$ cat src/rtl/ltrk_pkg.sv
`timescale 1ns / 1ps
// ----------------------------------------------------------------------------
// ltrk_pkg
// Shared types, constants and the half-step coil table for the light tracker.
// ----------------------------------------------------------------------------
package ltrk_pkg;

    localparam int SAMPLE_BITS_DEF = 10;
    localparam int THRESH_W        = 10;
    localparam int DWELL_W         = 16;
    localparam int COIL_W          = 4;
    localparam int PHASE_W         = 2;
    localparam int STEP_W          = 3;
    localparam int CFG_DATA_W      = 16;
    localparam int CFG_INDEX_W     = 1;

    localparam logic [THRESH_W-1:0] THRESH_RESET = 10'd10;
    localparam logic [DWELL_W-1:0]  DWELL_RESET  = 16'd3;
    localparam logic [STEP_W-1:0]   LAST_STEP    = 3'd7;

    typedef enum logic [CFG_INDEX_W-1:0] {
        CFG_THRESHOLD = 1'b0,
        CFG_DWELL     = 1'b1
    } cfg_index_t;

    typedef enum logic [PHASE_W-1:0] {
        MODE_IDLE = 2'd0,
        MODE_TILT = 2'd1,
        MODE_PAN  = 2'd2
    } mode_t;

    typedef struct packed {
        logic [COIL_W-1:0]  tilt_coils;
        logic [COIL_W-1:0]  pan_coils;
        logic [PHASE_W-1:0] phase_now;
    } result_t;

    // fwd: 1,3,2,6,4,C,8,9   reverse: 8,C,4,6,2,3,1,9
    function automatic logic [COIL_W-1:0] seq_pattern(input logic [STEP_W-1:0] idx,
                                                      input logic fwd);
        logic [COIL_W-1:0] pat;
        unique case (idx)
            3'd0:    pat = fwd ? 4'h1 : 4'h8;
            3'd1:    pat = fwd ? 4'h3 : 4'hC;
            3'd2:    pat = fwd ? 4'h2 : 4'h4;
            3'd3:    pat = 4'h6;
            3'd4:    pat = fwd ? 4'h4 : 4'h2;
            3'd5:    pat = fwd ? 4'hC : 4'h3;
            3'd6:    pat = fwd ? 4'h8 : 4'h1;
            default: pat = 4'h9;
        endcase
        return pat;
    endfunction

endpackage

$ cat src/rtl/ltrk_if.sv
`timescale 1ns / 1ps
// ----------------------------------------------------------------------------
// ltrk_in_if / ltrk_out_if
// Valid/ready channels carrying sensor samples in and coil results out.
// ----------------------------------------------------------------------------
interface ltrk_in_if #(
    parameter int SAMPLE_BITS = ltrk_pkg::SAMPLE_BITS_DEF
);
    logic                   valid;
    logic                   ready;
    logic [SAMPLE_BITS-1:0] sample_up;
    logic [SAMPLE_BITS-1:0] sample_down;
    logic [SAMPLE_BITS-1:0] sample_right;
    logic [SAMPLE_BITS-1:0] sample_left;

    modport source (output valid, sample_up, sample_down, sample_right, sample_left,
                    input ready);
    modport sink   (input valid, sample_up, sample_down, sample_right, sample_left,
                    output ready);
endinterface

interface ltrk_out_if;
    logic                           valid;
    logic                           ready;
    logic [ltrk_pkg::COIL_W-1:0]    tilt_coils;
    logic [ltrk_pkg::COIL_W-1:0]    pan_coils;
    logic [ltrk_pkg::PHASE_W-1:0]   phase_now;

    modport source (output valid, tilt_coils, pan_coils, phase_now, input ready);
    modport sink   (input valid, tilt_coils, pan_coils, phase_now, output ready);
endinterface

$ cat src/rtl/ltrk_core.sv
`timescale 1ns / 1ps
// ----------------------------------------------------------------------------
// ltrk_core
// Config registers, tracker state and the per-tick next-state logic.
// ----------------------------------------------------------------------------
module ltrk_core #(
    parameter int SAMPLE_BITS = ltrk_pkg::SAMPLE_BITS_DEF
) (
    input  logic                              clk,
    input  logic                              rst_n,
    input  logic                              cfg_we,
    input  logic [ltrk_pkg::CFG_INDEX_W-1:0]  cfg_index,
    input  logic [ltrk_pkg::CFG_DATA_W-1:0]   cfg_data,
    input  logic                              step_en,
    input  logic [SAMPLE_BITS-1:0]            up,
    input  logic [SAMPLE_BITS-1:0]            down,
    input  logic [SAMPLE_BITS-1:0]            right,
    input  logic [SAMPLE_BITS-1:0]            left,
    output ltrk_pkg::result_t                 result_next
);
    import ltrk_pkg::*;

    localparam int CMP_W = (SAMPLE_BITS > THRESH_W) ? SAMPLE_BITS : THRESH_W;

    logic [THRESH_W-1:0]    threshold_reg;
    logic [DWELL_W-1:0]     dwell_ticks_reg;

    mode_t                  mode_reg, mode_next;
    logic                   tilt_down_reg, tilt_down_next;
    logic                   pan_left_reg, pan_left_next;
    logic [STEP_W-1:0]      step_reg, step_next;
    logic [DWELL_W-1:0]     dwell_reg, dwell_next;
    logic [SAMPLE_BITS-1:0] first_reg, first_next;
    logic [SAMPLE_BITS-1:0] second_reg, second_next;
    logic [COIL_W-1:0]      tilt_pat_reg, tilt_pat_next;
    logic [COIL_W-1:0]      pan_pat_reg, pan_pat_next;

    logic [SAMPLE_BITS-1:0] dx, dy;
    logic                   big_move;
    logic                   keep_going;
    logic                   start_pass;
    logic                   drive;

    always_ff @(posedge clk or negedge rst_n)
    begin
        if (!rst_n)
        begin
            threshold_reg   <= THRESH_RESET;
            dwell_ticks_reg <= DWELL_RESET;
        end
        else if (cfg_we)
        begin
            unique case (cfg_index_t'(cfg_index))
                CFG_THRESHOLD: threshold_reg   <= cfg_data[THRESH_W-1:0];
                CFG_DWELL:     dwell_ticks_reg <= cfg_data[DWELL_W-1:0];
                default:       threshold_reg   <= threshold_reg;
            endcase
        end
    end

    assign dx = (up > down) ? (up - down) : (down - up);
    assign dy = (right > left) ? (right - left) : (left - right);
    assign big_move = (CMP_W'(dx) > CMP_W'(threshold_reg))
                   && (CMP_W'(dy) > CMP_W'(threshold_reg));

    // direction test on the pair stored when the ending pass began
    always_comb
    begin
        if ((mode_reg == MODE_TILT) ? tilt_down_reg : pan_left_reg)
            keep_going = first_reg > second_reg;
        else
            keep_going = second_reg > first_reg;
    end

    always_comb
    begin
        mode_next      = mode_reg;
        tilt_down_next = tilt_down_reg;
        pan_left_next  = pan_left_reg;
        step_next      = step_reg;
        dwell_next     = dwell_reg;
        first_next     = first_reg;
        second_next    = second_reg;
        tilt_pat_next  = tilt_pat_reg;
        pan_pat_next   = pan_pat_reg;
        start_pass     = 1'b0;
        drive          = 1'b0;

        unique case (mode_reg)
            MODE_TILT, MODE_PAN:
            begin
                priority if (dwell_reg < dwell_ticks_reg)
                    dwell_next = DWELL_W'(dwell_reg + 1'b1);
                else if (step_reg != LAST_STEP)
                begin
                    step_next  = STEP_W'(step_reg + 1'b1);
                    dwell_next = DWELL_W'(1);
                    drive      = 1'b1;
                end
                else if (keep_going)
                    start_pass = 1'b1;
                else if (mode_reg == MODE_TILT)
                begin
                    mode_next  = MODE_PAN;
                    start_pass = 1'b1;
                end
                else
                begin
                    mode_next  = MODE_IDLE;
                    step_next  = '0;
                    dwell_next = '0;
                end
            end
            default:
            begin
                mode_next = MODE_IDLE;
                if (big_move)
                begin
                    tilt_down_next = up > down;
                    pan_left_next  = right > left;
                    mode_next      = MODE_TILT;
                    start_pass     = 1'b1;
                end
            end
        endcase

        if (start_pass)
        begin
            step_next  = '0;
            dwell_next = DWELL_W'(1);
            drive      = 1'b1;
            if (mode_next == MODE_TILT)
            begin
                first_next  = up;
                second_next = down;
            end
            else
            begin
                first_next  = right;
                second_next = left;
            end
        end

        if (drive)
        begin
            if (mode_next == MODE_TILT)
                tilt_pat_next = seq_pattern(step_next, !tilt_down_next);
            else if (mode_next == MODE_PAN)
                pan_pat_next = seq_pattern(step_next, pan_left_next);
        end
    end

    always_ff @(posedge clk or negedge rst_n)
    begin
        if (!rst_n)
        begin
            mode_reg      <= MODE_IDLE;
            tilt_down_reg <= 1'b0;
            pan_left_reg  <= 1'b0;
            step_reg      <= '0;
            dwell_reg     <= '0;
            first_reg     <= '0;
            second_reg    <= '0;
            tilt_pat_reg  <= '0;
            pan_pat_reg   <= '0;
        end
        else if (step_en)
        begin
            mode_reg      <= mode_next;
            tilt_down_reg <= tilt_down_next;
            pan_left_reg  <= pan_left_next;
            step_reg      <= step_next;
            dwell_reg     <= dwell_next;
            first_reg     <= first_next;
            second_reg    <= second_next;
            tilt_pat_reg  <= tilt_pat_next;
            pan_pat_reg   <= pan_pat_next;
        end
    end

    assign result_next.tilt_coils = tilt_pat_next;
    assign result_next.pan_coils  = pan_pat_next;
    assign result_next.phase_now  = mode_next;

endmodule

$ cat src/rtl/ltrk_out_stage.sv
`timescale 1ns / 1ps
// ----------------------------------------------------------------------------
// ltrk_out_stage
// Result register with valid flag; takes a new result whenever it is empty
// or its current one leaves this cycle.
// ----------------------------------------------------------------------------
module ltrk_out_stage (
    input  logic              clk,
    input  logic              rst_n,
    input  logic              in_valid,
    output logic              in_ready,
    input  ltrk_pkg::result_t result_in,
    ltrk_out_if.source        out_ch
);
    import ltrk_pkg::*;

    logic    valid_reg;
    result_t result_reg;
    logic    load;

    assign in_ready = !valid_reg || out_ch.ready;
    assign load     = in_valid && in_ready;

    always_ff @(posedge clk or negedge rst_n)
    begin
        if (!rst_n)
            valid_reg <= 1'b0;
        else if (in_ready)
            valid_reg <= in_valid;
    end

    always_ff @(posedge clk)
    begin
        if (load)
            result_reg <= result_in;
    end

    assign out_ch.valid      = valid_reg;
    assign out_ch.tilt_coils = result_reg.tilt_coils;
    assign out_ch.pan_coils  = result_reg.pan_coils;
    assign out_ch.phase_now  = result_reg.phase_now;

endmodule

$ cat src/rtl/two_axis_light_tracker_stepper_unit.sv
`timescale 1ns / 1ps
// ----------------------------------------------------------------------------
// two_axis_light_tracker_stepper_unit
// Two-axis light tracker driving tilt and pan steppers with half-step patterns.
// ----------------------------------------------------------------------------
// Usage:
//   in_ch  : one request per timer tick with the up, down, right and left
//            light samples. Accepted when valid and ready are both high.
//   out_ch : one result per request: tilt coil pattern, pan coil pattern and
//            the phase after that tick (idle, tilt, pan).
//   cfg    : cfg_we/cfg_index/cfg_data write the imbalance threshold (0) and
//            the dwell in ticks (1); write only while idle.
// The result is registered at the edge that accepts the request.
// Throughput is one request per cycle while the result register is empty
// or being taken, set by the single next-state pass between the tracker
// state and the result register. When the receiver stalls, the held result
// stays put and ready drops only while the result register is full and not
// being taken. Reset clears the tracker to idle with both patterns zero,
// threshold 10 and dwell 3.
// ----------------------------------------------------------------------------
module two_axis_light_tracker_stepper_unit #(
    parameter int SAMPLE_BITS = ltrk_pkg::SAMPLE_BITS_DEF
) (
    input  logic                              clk,
    input  logic                              rst_n,
    input  logic                              cfg_we,
    input  logic [ltrk_pkg::CFG_INDEX_W-1:0]  cfg_index,
    input  logic [ltrk_pkg::CFG_DATA_W-1:0]   cfg_data,
    ltrk_in_if.sink                           in_ch,
    ltrk_out_if.source                        out_ch
);
    import ltrk_pkg::*;

    result_t result_next;
    logic    take;

    assign take = in_ch.valid && in_ch.ready;

    ltrk_core #(
        .SAMPLE_BITS (SAMPLE_BITS)
    ) u_core (
        .clk         (clk),
        .rst_n       (rst_n),
        .cfg_we      (cfg_we),
        .cfg_index   (cfg_index),
        .cfg_data    (cfg_data),
        .step_en     (take),
        .up          (in_ch.sample_up),
        .down        (in_ch.sample_down),
        .right       (in_ch.sample_right),
        .left        (in_ch.sample_left),
        .result_next (result_next)
    );

    ltrk_out_stage u_out (
        .clk       (clk),
        .rst_n     (rst_n),
        .in_valid  (in_ch.valid),
        .in_ready  (in_ch.ready),
        .result_in (result_next),
        .out_ch    (out_ch)
    );

endmodule

$ cat src/flat_wrapper.sv
// flat-port wrapper written by rule: the top's interface ports become plain ports
module two_axis_light_tracker_stepper_unit_flat import ltrk_pkg::*;
#(
    parameter int SAMPLE_BITS = ltrk_pkg::SAMPLE_BITS_DEF
)
  (clk, rst_n, cfg_we, cfg_index, cfg_data, in_ch_valid, in_ch_sample_up, in_ch_sample_down, in_ch_sample_right, in_ch_sample_left, in_ch_ready, out_ch_valid, out_ch_tilt_coils, out_ch_pan_coils, out_ch_phase_now, out_ch_ready);
  ltrk_in_if #(.SAMPLE_BITS(SAMPLE_BITS)) in_ch_i ();
  ltrk_out_if out_ch_i ();
  input  logic clk;
  input  logic rst_n;
  input  logic cfg_we;
  input  logic [ltrk_pkg::CFG_INDEX_W-1:0] cfg_index;
  input  logic [ltrk_pkg::CFG_DATA_W-1:0] cfg_data;
  input wire logic [$bits(in_ch_i.valid)-1:0] in_ch_valid;
  input wire logic [$bits(in_ch_i.sample_up)-1:0] in_ch_sample_up;
  input wire logic [$bits(in_ch_i.sample_down)-1:0] in_ch_sample_down;
  input wire logic [$bits(in_ch_i.sample_right)-1:0] in_ch_sample_right;
  input wire logic [$bits(in_ch_i.sample_left)-1:0] in_ch_sample_left;
  output wire logic [$bits(in_ch_i.ready)-1:0] in_ch_ready;
  output wire logic [$bits(out_ch_i.valid)-1:0] out_ch_valid;
  output wire logic [$bits(out_ch_i.tilt_coils)-1:0] out_ch_tilt_coils;
  output wire logic [$bits(out_ch_i.pan_coils)-1:0] out_ch_pan_coils;
  output wire logic [$bits(out_ch_i.phase_now)-1:0] out_ch_phase_now;
  input wire logic [$bits(out_ch_i.ready)-1:0] out_ch_ready;
  assign in_ch_i.valid = in_ch_valid;
  assign in_ch_i.sample_up = in_ch_sample_up;
  assign in_ch_i.sample_down = in_ch_sample_down;
  assign in_ch_i.sample_right = in_ch_sample_right;
  assign in_ch_i.sample_left = in_ch_sample_left;
  assign in_ch_ready = in_ch_i.ready;
  assign out_ch_valid = out_ch_i.valid;
  assign out_ch_tilt_coils = out_ch_i.tilt_coils;
  assign out_ch_pan_coils = out_ch_i.pan_coils;
  assign out_ch_phase_now = out_ch_i.phase_now;
  assign out_ch_i.ready = out_ch_ready;
  two_axis_light_tracker_stepper_unit #(.SAMPLE_BITS(SAMPLE_BITS)) u_core (.clk(clk), .rst_n(rst_n), .cfg_we(cfg_we), .cfg_index(cfg_index), .cfg_data(cfg_data), .in_ch(in_ch_i), .out_ch(out_ch_i));
endmodule
$ cat config.mk
export PLATFORM = sky130hd
export DESIGN_NAME = two_axis_light_tracker_stepper_unit_flat
export DESIGN_NICKNAME = d
export VERILOG_FILES = /design/src/rtl/ltrk_pkg.sv /design/src/rtl/ltrk_if.sv /design/src/rtl/ltrk_core.sv /design/src/rtl/ltrk_out_stage.sv /design/src/rtl/two_axis_light_tracker_stepper_unit.sv /design/src/flat_wrapper.sv
export SDC_FILE = /design/constraint.sdc
export NUM_CORES = 1
export LEC_CHECK = 0
export ABC_CLOCK_PERIOD_IN_PS = 7850
export BUFFER_PORTS_ARGS = -buffer_cell sky130_fd_sc_hd__buf_2
export CAP_MARGIN = 20
export CORE_MARGIN = 2
export CORE_UTILIZATION = 40
export DETAILED_ROUTE_END_ITERATION = 12
export HOLD_SLACK_MARGIN = 0.03
export PLACE_DENSITY = 0.59
export SETUP_SLACK_MARGIN = 0.1
export SKIP_CTS_REPAIR_TIMING = 1
export SYNTH_ARGS = -nofsm -noshare
export SYNTH_HDL_FRONTEND = slang
export SYNTH_SLANG_ARGS = --single-unit
$ cat constraint.sdc
create_clock -name clk -period 7.85 [get_ports clk]
set_input_delay 0.3925 -clock clk [delete_from_list [all_inputs] [get_ports clk]]
set_output_delay 0.3925 -clock clk [all_outputs]
set_load 0.02 [all_outputs]
Word level (Yosys, flattened, before mapping)
Cells that the tools add are included.
{"block": "classes", "mux": 57, "magnitude_cmp": 7, "shifts": 0, "eq_ne": 13, "reduce_logical": 11, "n_bitwise": 1, "n_mul": 0, "div": 0, "addsub": 6}
{"operator": "16-bit two-way mux", "count": 6}
{"operator": "10-bit greater-than comparator", "count": 6}
{"operator": "4-bit case mux with 7 select lines", "count": 2}
{"operator": "4-bit two-way mux", "count": 13}
{"operator": "10-bit two-way mux", "count": 4}
{"operator": "10-bit subtractor", "count": 4}
{"operator": "3-bit two-way mux", "count": 10}
{"operator": "1-bit two-way mux", "count": 17}
{"operator": "16-bit by 1-bit adder with 16-bit output, second input constant", "count": 1}
{"operator": "16-bit < comparator", "count": 1}
{"operator": "2-bit two-way mux", "count": 5}
{"operator": "3-bit equality test, second input constant", "count": 3}
{"operator": "3-bit by 2-bit equality test with 1-bit output, second input constant", "count": 2}
{"operator": "2-bit AND reduction", "count": 3}
{"operator": "2-bit by 1-bit equality test with 1-bit output, second input constant", "count": 2}
{"operator": "2-bit equality test, second input constant", "count": 2}
{"operator": "4-bit by 1-bit != test with 1-bit output, second input constant", "count": 1}
{"operator": "4-bit by 2-bit != test with 1-bit output, second input constant", "count": 1}
{"operator": "4-bit AND reduction", "count": 1}
{"operator": "3-bit by 1-bit adder with 3-bit output, second input constant", "count": 1}
{"operator": "3-bit by 1-bit equality test with 1-bit output, second input constant", "count": 1}
{"operator": "3-bit zero test", "count": 1}
{"operator": "3-bit != test, second input constant", "count": 1}
{"operator": "1-bit logical AND", "count": 2}
{"operator": "other kinds (5)", "count": 5}
{"block": "totals", "ram_bits": 0, "register_bits": 88, "out_inout_bits": 12, "latchBits": 0, "rom_bits": 0, "n_memories": 0, "in_bits": 62, "elab_cells": 110}

Longest topological paths before layout
Gate-level depths: netlist (run 1).
{"block": "logic_depth", "word_depth": 13, "ltp_mapped": 26, "mapped_depth_nobuf": 23}

Cells and area by module
Synthesis (run 1) repeated with hierarchy kept, for this count alone.
{"block": "hier_totals", "hier_cells": 798, "area_unflattened_um2": 7236.9}
{"module": "ltrk_core", "n_inst": 1, "seq_area_each_um2": 1931.9, "cells_each": 783, "area_per_inst_um2": 6876.6}
{"module": "ltrk_out_stage", "n_inst": 1, "seq_area_each_um2": 325.3, "cells_each": 14, "area_per_inst_um2": 354.1}
{"module": "two_axis_light_tracker_stepper_unit", "n_inst": 1, "seq_area_each_um2": 0.0, "cells_each": 1, "area_per_inst_um2": 6.3}

Worst setup path before layout (run 1)
Ideal clock, no wire load.
{"block": "synth_path", "path_type": "input to register", "startpoint": "input in_ch_sample_right[0]", "endpoint": "register u_core.u_out.result_reg (netlist bit u_core.u_out.out_ch.tilt_coils[2]) (data pin)", "path_buffers": 0, "stages": 22, "t_arrival_ns": 4.736, "setup_ns": 0.263, "setup_slack_ns": 2.851, "required_ns": 7.587, "cell_sequence": "inv_1 > ha_1 > inv_1 > fa_1 > a21oi_1 > o21ai_1 > a21oi_1 > nor2_4 > mux2i_1 > a221o_1 > a2111oi_2 > o221ai_1 > xor2_1 > ha_1 > and4_1 > a2111o_1 > and4_4 > a41oi_1 > nand2b_1 > a21oi_1 > a31oi_1 > o31ai_1"}
{"item": "start, declared", "line": "flat_wrapper.sv:17", "source": "input wire logic [$bits(in_ch_i.sample_right)-1:0] in_ch_sample_right;"}
{"item": "end signal, assigned", "line": "ltrk_out_stage.sv:35", "source": "result_reg <= result_in;"}
{"item": "end, declared", "line": "ltrk_out_stage.sv:18", "source": "result_t result_reg;"}

Final worst setup path (run 1)
{"block": "layout_path", "startpoint": "input in_ch_sample_right[0]", "endpoint": "register u_core.u_core.first_reg[3]"}
{"block": "layout_between", "elab_chain_len": 8, "word_cells_on_any_way": 13, "cone_classes": "add/sub (2); order compare (2); eq/ne (1); mux (6); reduce/logical (2)"}
{"item": "10-bit subtractor or 10-bit greater-than comparator (tied branches)", "line": "ltrk_core.sv:62", "source": "assign dy = (right > left) ? (right - left) : (left - right);"}
{"item": "10-bit two-way mux (*)", "line": "ltrk_core.sv:62"}
{"item": "10-bit greater-than comparator (*)", "line": "ltrk_core.sv:64", "source": "&& (CMP_W'(dy) > CMP_W'(threshold_reg));"}
{"item": "1-bit logical AND (*)", "line": "ltrk_core.sv:64"}
{"item": "1-bit two-way mux", "line": "ltrk_core.sv:117", "source": "if (big_move)"}
{"item": "2-bit two-way mux", "line": "ltrk_core.sv:89", "source": "unique case (mode_reg)"}
{"item": "2-bit by 1-bit equality test with 1-bit output", "line": "ltrk_core.sv:132", "source": "if (mode_next == MODE_TILT)"}
{"item": "10-bit two-way mux", "line": "ltrk_core.sv:132"}
{"item": "end signal, assigned", "line": "ltrk_core.sv:174", "source": "first_reg <= first_next;"}
{"item": "end, declared", "line": "ltrk_core.sv:33", "source": "logic [SAMPLE_BITS-1:0] first_reg, first_next;"}
Mark *: on every way between the ends. The rest lies on a longest branch, timed or not.
A chain may end at the register's enable or synchronous reset.

==> results.toml, run 1 <==
[placed_design]
dp_hpwl_um = 13900
place.gp.congestion = 0.875
io_buffers = 73

[finish]
multi_input_area_um2 = 4390
register_area_um2 = 2260
syn2layout_area_growth_pct = 12.5
fillCellCount = 1706
nets = 1029
diodes = 0
final_util_pct = 46.2
drive_gt1_share_pct = 16.7

[sta]
max_freq_mhz = 165
max_slew_margin_pct = 31.9
finalSetupViolations = 0
setup_tns_ns = 0
hold_violations = 0
rsz0062_at_grt = "no"
fin_crit_ns = 6.05
slew_viol_final = 0
fin_worst_skew_ns = 0.00931
worstMarginPinSlew_ns = 1.02
fin_crit_sh_pct = 77.0

[run]
max_cap_viol_count = 0

[worst_setup_path]
startpoint_type = "primary input"
required_ns = 8.05
endpoint_kind = "flop"
cp_max_fo = 33
regToRegStartpoint = "u_core.u_core.threshold_reg[3]"
cp_data_arrival_time_ns = 6.25
startpoint = "in_ch_sample_right[0]"
worstSetupPathType = "in -> reg"

[yosys]
synthTopCellsByArea = "dfrtp_1 (26%), ha_1 (15%), inv_1 (5.2%), a21oi_1 (5.1%), mux2_2 (4.3%)"
synth_most_common_cell = "inv_1"
synth_cell_types = 72
synth_top_area_share_pct = 26.0
synth-edff-count = 10
synth_seq_area_share_pct = 31.7
synth_ff_type = "dfrtp_1"
syn_nets = 960
syn_avg_cell_area_um2 = 8.83
async_flop_share_pct = 88.6
yosysWarnings = 0
netlist_instances = 807
synth_top_cells_by_count = "inv_1 (98), ha_1 (87), nand2_1 (78)"
synth-seq-cells = 88
syn_area_um2 = 7130
synth_top_area_cell = "dfrtp_1"

[hold_path]
worstHoldStart = "in_ch_valid"
min_path_type = "in -> reg"

[detailed_routing]
antenna_left = 0
drc = 0
drt_first_pass_iters = 5
wirelength_um = 17500
detail_route.wl_per_cell_um = 15.8
via_per_inst = 5.32
vias = 5883
drt-initial-drc-count = 252

[power_and_ir_drop]
p_per_area_nw_per_um2 = 239
p_leak_nw = 3.83
peakVddDrop_mv = 0.134

[die]
dieHeight_um = 137
die_w_um = 137
die-area_um2 = 18900
start_util_pct = 41.1
coreArea_um2 = 17400
io_pins = 74
rows = 48

[clocking]
clockBufferDepth = 2
htree_levels = 3
numCtsBuffers = 9
tritoncts = "done"
cts_root_buffer = "clkbuf_16"
clkLatencyLatePin_ns = 0.36
path_clk_slew_ns = 0.06
cts_sinks = 88

[grt]
grt.total_usage_pct = 19.7
grt_max_degree = 75
grt_overflow = 0
grt_pass1_vias = 5640
use_met3_pct = 3.83
grt_first_pass_wirelength_um = 28700
busiest_layer = "met2"
use_met1_pct = 26.1
grtUsageMet2_pct = 31.9
antenna_found_initial = 0

[run_status]
outcome = "finished, final reports clean"
cell families after synthesis:
logic type	Yosys count	share of synthesized area [%]
compound gates	231	21.1
xor+xnor	22	2.70
fa+ha+maj	92	16.5
buf+inv	120	6.69
mux	47	7.27
simple gates	207	14.0
flops	88	31.7
final cells by class:
class,count,share of cell area [%]
sequential,88,28.2
clock inverter,3,0.281
inverter,98,4.59
timing repair buffer,80,5.28
tap,225,3.51
multi-input combinational,599,54.8
clock buffer,13,3.37
routing by layer:
metal | wire (um) | vias to the layer above
li1 | - | 2998
met1 | 8200 | 2743
met2 | 8120 | 112
met3 | 723 | 30
met4 | 419 | 0
met5 | 0 | -
worst max-delay path: stages:
cell and delay [ns]:
buf_2 0.12, inv_1 0.05, ha_1 0.13, inv_1 0.06
fa_1 0.38, a21oi_1 0.21, o21ai_1 0.12, a21oi_1 0.25
nor2_4 0.16, mux2i_1 0.19, a221o_1 0.37, a2111oi_2 0.45
o221ai_1 0.20, xor2_1 0.18, ha_1 0.32, nand4_1 0.12
nor3_1 0.07, a31oi_1 0.28, nand4_1 0.50, nand2_1 0.46
nand2_1 0.67, a211oi_1 0.48, a21oi_1 0.08
stage by stage:
stage	instance area (um2)	cells	setup WS, ns	power (W)	hold WS [ns]
floorplan	7130	807	2.85	0.00127	0.0969
global placement	7710	1089	1.71	0.00148	0.198
detailed placement	7710	1089	1.47	0.00149	0.199
CTS	8000	1105	1.82	0.00193	-0.186
global route	8010	1106	1.17	0.00207	0.239
finish	8010	1106	1.80	0.00192	0.239
report_power, final:
part	total, W	internal, W	switching, W
Combinational	0.000858	0.000334	0.000524
Clock	0.000433	0.000242	0.000190
Sequential	0.000625	0.000563	0.0000617
layout by cell type, fill, tap and decap left out, drive strengths merged, types with 5 or more instances in the layout:
cell    count
a211oi     20
a21o       11
a21oi      72
a31oi      10
and3        6
buf        79
clkbuf     13
dfrtp      74
edfxtp     10
ha         87
inv       100
mux2       29
mux2i      18
nand2      79
nand2b     13
nand3      13
nand4      14
nor2       52
nor3        9
o211ai      7
o21a        5
o21ai      63
o21bai      8
or3         6
xnor2      20
path summary, 6_finish.rpt:
path	end	slack, ns	cells after the start
worst min register to register	u_core.u_core.first_reg[9]	0.49	2
worst max register to register	u_core.u_core.first_reg[3]	4.00	10
max in group asynchronous	u_core.u_core.first_reg[9]	6.28	3
worst max-delay path	u_core.u_core.first_reg[3]	1.80	23
worst min-delay path	u_core.u_out.out_ch.valid	0.24	2
min in group asynchronous	u_core.u_core.threshold_reg[5]	0.37	2
Note: power is estimated with default switching activity, not from simulation.
==> run 2: changes to the inputs <==
ABC_CLOCK_PERIOD_IN_PS = 5680   (was 7850)
clock period = 5.68 ns   (was 7.85 ns; I/O delays follow)
==> run 2 against run 1 <==
  * Worst hold slack worse by 0.099 ns
  * Sequential power increased by 39%
  * Combinational power increased by 42%
  * Largest cell class unchanged
  * Largest power group unchanged
  * Design area rose by 1.3%
  * Core utilization up 0.62 points
  * Clock power grew 51%
  * Routed wire length is 3.5% higher
  * Count of clock-buffer cells in the layout down 1
  * Flip-flop and latch count did not move
  * Non-clock buffer count rose by 7
  * Critical path depth increased by 1
  * Via count shrank 0.25%
==> results.toml, run 2 (synthesis results as in run 1) <==
[grt]
grt_max_degree = 51
grt_pass1_vias = 5769
antenna_found_initial = 0
grt.total_usage_pct = 20.4
grt_overflow = 0
grt_first_pass_wirelength_um = 29800

[run_status]
outcome = "finished, final reports clean"

[clocking]
cts_sinks = 88
htree_levels = 3
cts_root_buffer = "clkbuf_16"
numCtsBuffers = 9
clkLatencyLatePin_ns = 0.35
clockBufferDepth = 2
tritoncts = "done"
path_clk_slew_ns = 0.06

[sta]
setup_tns_ns = 0
worstMarginPinSlew_ns = 0.713
hold_violations = 0
finalSetupViolations = 0
fin_ws_ns = 0.430
fin_crit_sh_pct = 92.4
rsz0062_at_grt = "no"
max_freq_mhz = 190
fin_crit_ns = 5.25
fin_worst_skew_ns = 0.00732
slew_viol_final = 0
max_slew_margin_pct = 52.5

[detailed_routing]
drc = 0
vias = 5868
detail_route.wl_per_cell_um = 16.2
wirelength_um = 18100
drt-initial-drc-count = 381
antenna_left = 0
via_per_inst = 5.27
drt_first_pass_iters = 5

[placed_design]
io_buffers = 73
place_ws_ns = 0.140
dp_hpwl_um = 14300
place.gp.congestion = 0.927

[die]
io_pins = 74
start_util_pct = 41.1
rows = 48
die_w_um = 137
coreArea_um2 = 17400
die-area_um2 = 18900
dieHeight_um = 137

[worst_setup_path]
crit_chain = "buf_2 > inv_1 > ha_1 > inv_1 > fa_1 > a21o_1 > a21oi_1 > o21ai_0 > a311o_1 > and3_1 > mux2i_1 > o21ai_0 > a21oi_1 > xnor2_1 > ha_1 > a211oi_1 > nor2_1 > a2111o_1 > and4_4 > a41oi_1 > nand2b_1 > a21oi_1 > a31oi_1 > o31ai_1"
startpoint_type = "primary input"
endpoint_kind = "flop"
critPathMostFrequentCell = "a21oi_1"
worstSetupPathType = "in -> reg"
cp_data_arrival_time_ns = 5.34
cp_max_fo = 13
crit_slowest_cell = "a41oi_1"
required_ns = 5.77
critPathMaxStageDelay_ns = 0.50

[hold_path]
min_path_type = "in -> reg"

[power_and_ir_drop]
peakVddDrop_mv = 0.175
p_leak_nw = 3.89
p_per_area_nw_per_um2 = 338

[finish]
syn2layout_area_growth_pct = 14.0
final_common_cell = "inv_1"
nets = 1036
drive_gt1_share_pct = 17.5
layout_common_cells = "inv_1 (98), ha_1 (87), nand2_1 (78), dfrtp_1 (74)"
diodes = 0

[run]
max_cap_viol_count = 0
run 2: area by class of cell:
type                            instances  area, um2
Clock inverter                          4       48.8
Fill cell                            1699       9240
Clock buffer                           12        278
Timing Repair Buffer                   87        488
Multi-Input combinational cell        599       4400
Sequential cell                        88       2260
Tap cell                              225        282
Inverter                               98        368
run 2: through the flow:
stage	std cells	area (um2)	power [W]	hold slack (ns)	util, %
after floorplan	807	7130	0.00176	-0.0116	-
after global placement	1096	7780	0.00209	0.237	44.8
after detailed placement	1096	7780	0.00210	0.236	44.8
after CTS	1112	8100	0.00276	-0.148	46.7
after global routing	1113	8120	0.00296	0.145	46.8
final	1113	8120	0.00274	0.139	46.8
run 2: per-layer routing:
metal	global-route usage [%]	wire length, um
met5	0	0
met4	4.98	174
met3	2.98	544
met2	34.4	8650
met1	27.6	8700
run 2: worst paths after layout:
check,cells past startpoint,end,slack [ns],from
max,24,u_core.u_out.out_ch.tilt_coils[2],0.43,in_ch_sample_up[0]
min,2,u_core.u_out.out_ch.valid,0.14,in_ch_valid
max reg2reg,9,u_core.u_out.out_ch.pan_coils[2],2.29,u_core.u_core.dwell_reg[13]
min reg2reg,2,u_core.u_core.second_reg[5],0.49,u_core.u_core.second_reg[5]
max in group asynchronous,3,u_core.u_core.first_reg[5],4.24,rst_n
min in group asynchronous,2,u_core.u_core.threshold_reg[2],0.39,rst_n
run 2: critical path: cells and delay by family:
kind | cells | cell delay [ns]
AOI/OAI and AO/OA | 12 | 2.75
xor gates and xnor gates | 1 | 0.14
adders and majority gates | 3 | 0.80
buffers and inverters | 3 | 0.23
muxes | 1 | 0.29
and+or+nand+nor | 4 | 0.86
run 2: report_power, final:
part | total, W | switching, W | leakage [nW] | internal, W
Sequential | 0.000867 | 0.0000892 | 1.06 | 0.000778
Combinational | 0.00122 | 0.000734 | 2.66 | 0.000489
Clock | 0.000653 | 0.000262 | 0.164 | 0.000391
Total | 0.00274 | 0.00109 | 3.89 | 0.00166
==> run 3: changes to the inputs <==
ABC_CLOCK_PERIOD_IN_PS = 5300   (was 5680)
RECOVER_POWER = 50   (was not set)
clock period = 5.3 ns   (was 5.68 ns; I/O delays follow)
==> run 3 against run 2 <==
  * The run now ends with capacitance limit, slew limit left
  * Non-clock buffer count grew 10
  * Critical path depth grew 1
  * Clock power shrank 5.2%
  * Register-to-register slack lost 0.43 ns
  * Flip-flop and latch count is the same
  * Total power grew 5.2%
  * Via count grew 0.78%
  * Global-route usage shrank 0.41 points
  * Count of clock-buffer cells in the layout shrank 2
  * Final cell count grew 0.90%
  * Core utilization grew 0.24 points
  * Critical path type unchanged
  * Critical endpoint is now u_core.u_core.pan_pat_reg[1]
  * Largest cell class unchanged
==> results.toml, run 3 (synthesis results as in run 1) <==
[grt]
grt.total_usage_pct = 20.0
busiest_layer = "met2"
grt_max_degree = 71
grt_overflow = 0
grtUsageMet2_pct = 32.9
use_met1_pct = 27.2
grt_first_pass_wirelength_um = 29300
use_met3_pct = 3.97
grt_pass1_vias = 5707
antenna_found_initial = 0

[die]
die_w_um = 137
start_util_pct = 41.1
io_pins = 74
rows = 48
dieHeight_um = 137
coreArea_um2 = 17400
die-area_um2 = 18900

[worst_setup_path]
critPathMostFrequentCell = "nor2_1"
cp_data_arrival_time_ns = 5.11
cp_max_fo = 9
endpoint_kind = "flop"
startpoint = "in_ch_sample_right[0]"
regToRegStartpoint = "u_core.u_core.first_reg[9]"
worstSetupPathType = "in -> reg"
reg2reg_depth = 11
required_ns = 5.54
r2r-end = "u_core.u_core.pan_pat_reg[2]"
crit_slowest_cell = "a2111o_1"
crit_end = "u_core.u_core.pan_pat_reg[1]"
critPathMaxStageDelay_ns = 0.45
rrSetupSlack_ns = 1.86
startpoint_type = "primary input"

[placed_design]
io_buffers = 73
dpl.cell_count = 1106
place_ws_ns = -0.0534
place.gp.congestion = 0.853
dp_hpwl_um = 14100

[sta]
finalSetupViolations = 0
max_freq_mhz = 205
slew_viol_final = 71
worstMarginPinSlew_ns = 1.82
max_slew_margin_pct = -21.1
hold_violations = 0
fin_ws_ns = 0.431
fin_worst_skew_ns = 0.00934
rsz0062_at_grt = "no"
fin_crit_ns = 4.87
fin_crit_sh_pct = 91.9
setup_tns_ns = 0

[run]
max_cap_viol_count = 1

[run_status]
outcome = "finished with violations"
violations = "capacitance limit, slew limit"

[clocking]
htree_levels = 3
clockBufferDepth = 2
cts_sinks = 88
clkLatencyLatePin_ns = 0.36
tritoncts = "done"
cts_root_buffer = "clkbuf_16"
path_clk_slew_ns = 0.07
numCtsBuffers = 9

[detailed_routing]
wirelength_um = 17800
vias = 5914
drt-initial-drc-count = 331
via_per_inst = 5.27
drt_first_pass_iters = 5
antenna_left = 0
detail_route.wl_per_cell_um = 15.8
drc = 0

[finish]
fin_cells = 1123
diodes = 0
nets = 1046
syn2layout_area_growth_pct = 14.6
fillCellCount = 1694
layout_common_cells = "inv_1 (98), ha_1 (87), nand2_1 (78), dfrtp_1 (74), a21oi_1 (70)"
drive_gt1_share_pct = 17.4
final_common_cell = "inv_1"

[power_and_ir_drop]
p_leak_nw = 3.87
p_per_area_nw_per_um2 = 353
peakVddDrop_mv = 0.188

[hold_path]
worstHoldStart = "in_ch_valid"
worstHoldPathCells = 2
min_path_type = "in -> reg"
## run 3: cell types whose count changed in the layout (fill, tap and decap cells not counted), moves of 3 or more
cell	delta
clkbuf_1	+15
mux2i_2	+3
buf_4	+6
buf_2	-12
## run 3: critical path: cells and delay by family
family	cells	cell delay [ns]
xor gates and xnor gates	1	0.10
muxes	3	0.54
buffers and inverters	5	0.56
adders and majority gates	3	0.81
and+or+nand+nor	5	0.52
AOI/OAI and AO/OA	8	2.29
## run 3: layout make-up
cell class | count | area [um2] | area share (%)
clock buffers | 10 | 229 | 2.81
clock inverters | 6 | 50.0 | 0.613
inverters | 98 | 368 | 4.51
multi-input cells | 599 | 4430 | 54.2
flip-flops and latches | 88 | 2260 | 27.7
well taps | 225 | 282 | 3.45
repair buffers | 97 | 551 | 6.74
## run 3: where the power goes
group / internal (W) / switching [W] / leakage, nW
registers: 0.000834 / 0.0000915 / 1.06
clock network: 0.000325 / 0.000294 / 0.135
logic: 0.000554 / 0.000786 / 2.67
## run 3: how the worst min path moves through the flow
| stage | to | slack [ns] |
|---|---|---|
| final | u_core.u_out.out_ch.valid | 0.12 |
| after floorplan | u_core.u_core.dwell_reg[0] | -0.03 |
| after global placement | u_core.u_core.threshold_reg[5] | 0.09 |
| after CTS | u_core.u_core.threshold_reg[2] | -0.29 |
| after global routing | u_core.u_out.out_ch.valid | 0.12 |
| after detailed placement | u_core.u_core.threshold_reg[2] | 0.09 |
## run 3: per-layer routing
layer	wire length (um)	share of wire (%)	vias to the layer above
met4	240	1.4	0
met5	0	0	-
met3	800	4.5	18
li1	-	-	3031
met1	8360	47	2744
met2	8360	47	121
## run 3: stage by stage
step | hold WS, ns | util [%] | area [um2] | total power [W]
finish | 0.118 | 47.0 | 8160 | 0.00288
global route | 0.124 | 47.0 | 8160 | 0.00313
detailed placement | 0.0940 | 45.3 | 7860 | 0.00227
global placement | 0.0941 | 45.3 | 7860 | 0.00226
floorplan | -0.0306 | - | 7130 | 0.00189
CTS | -0.291 | 46.9 | 8140 | 0.00291
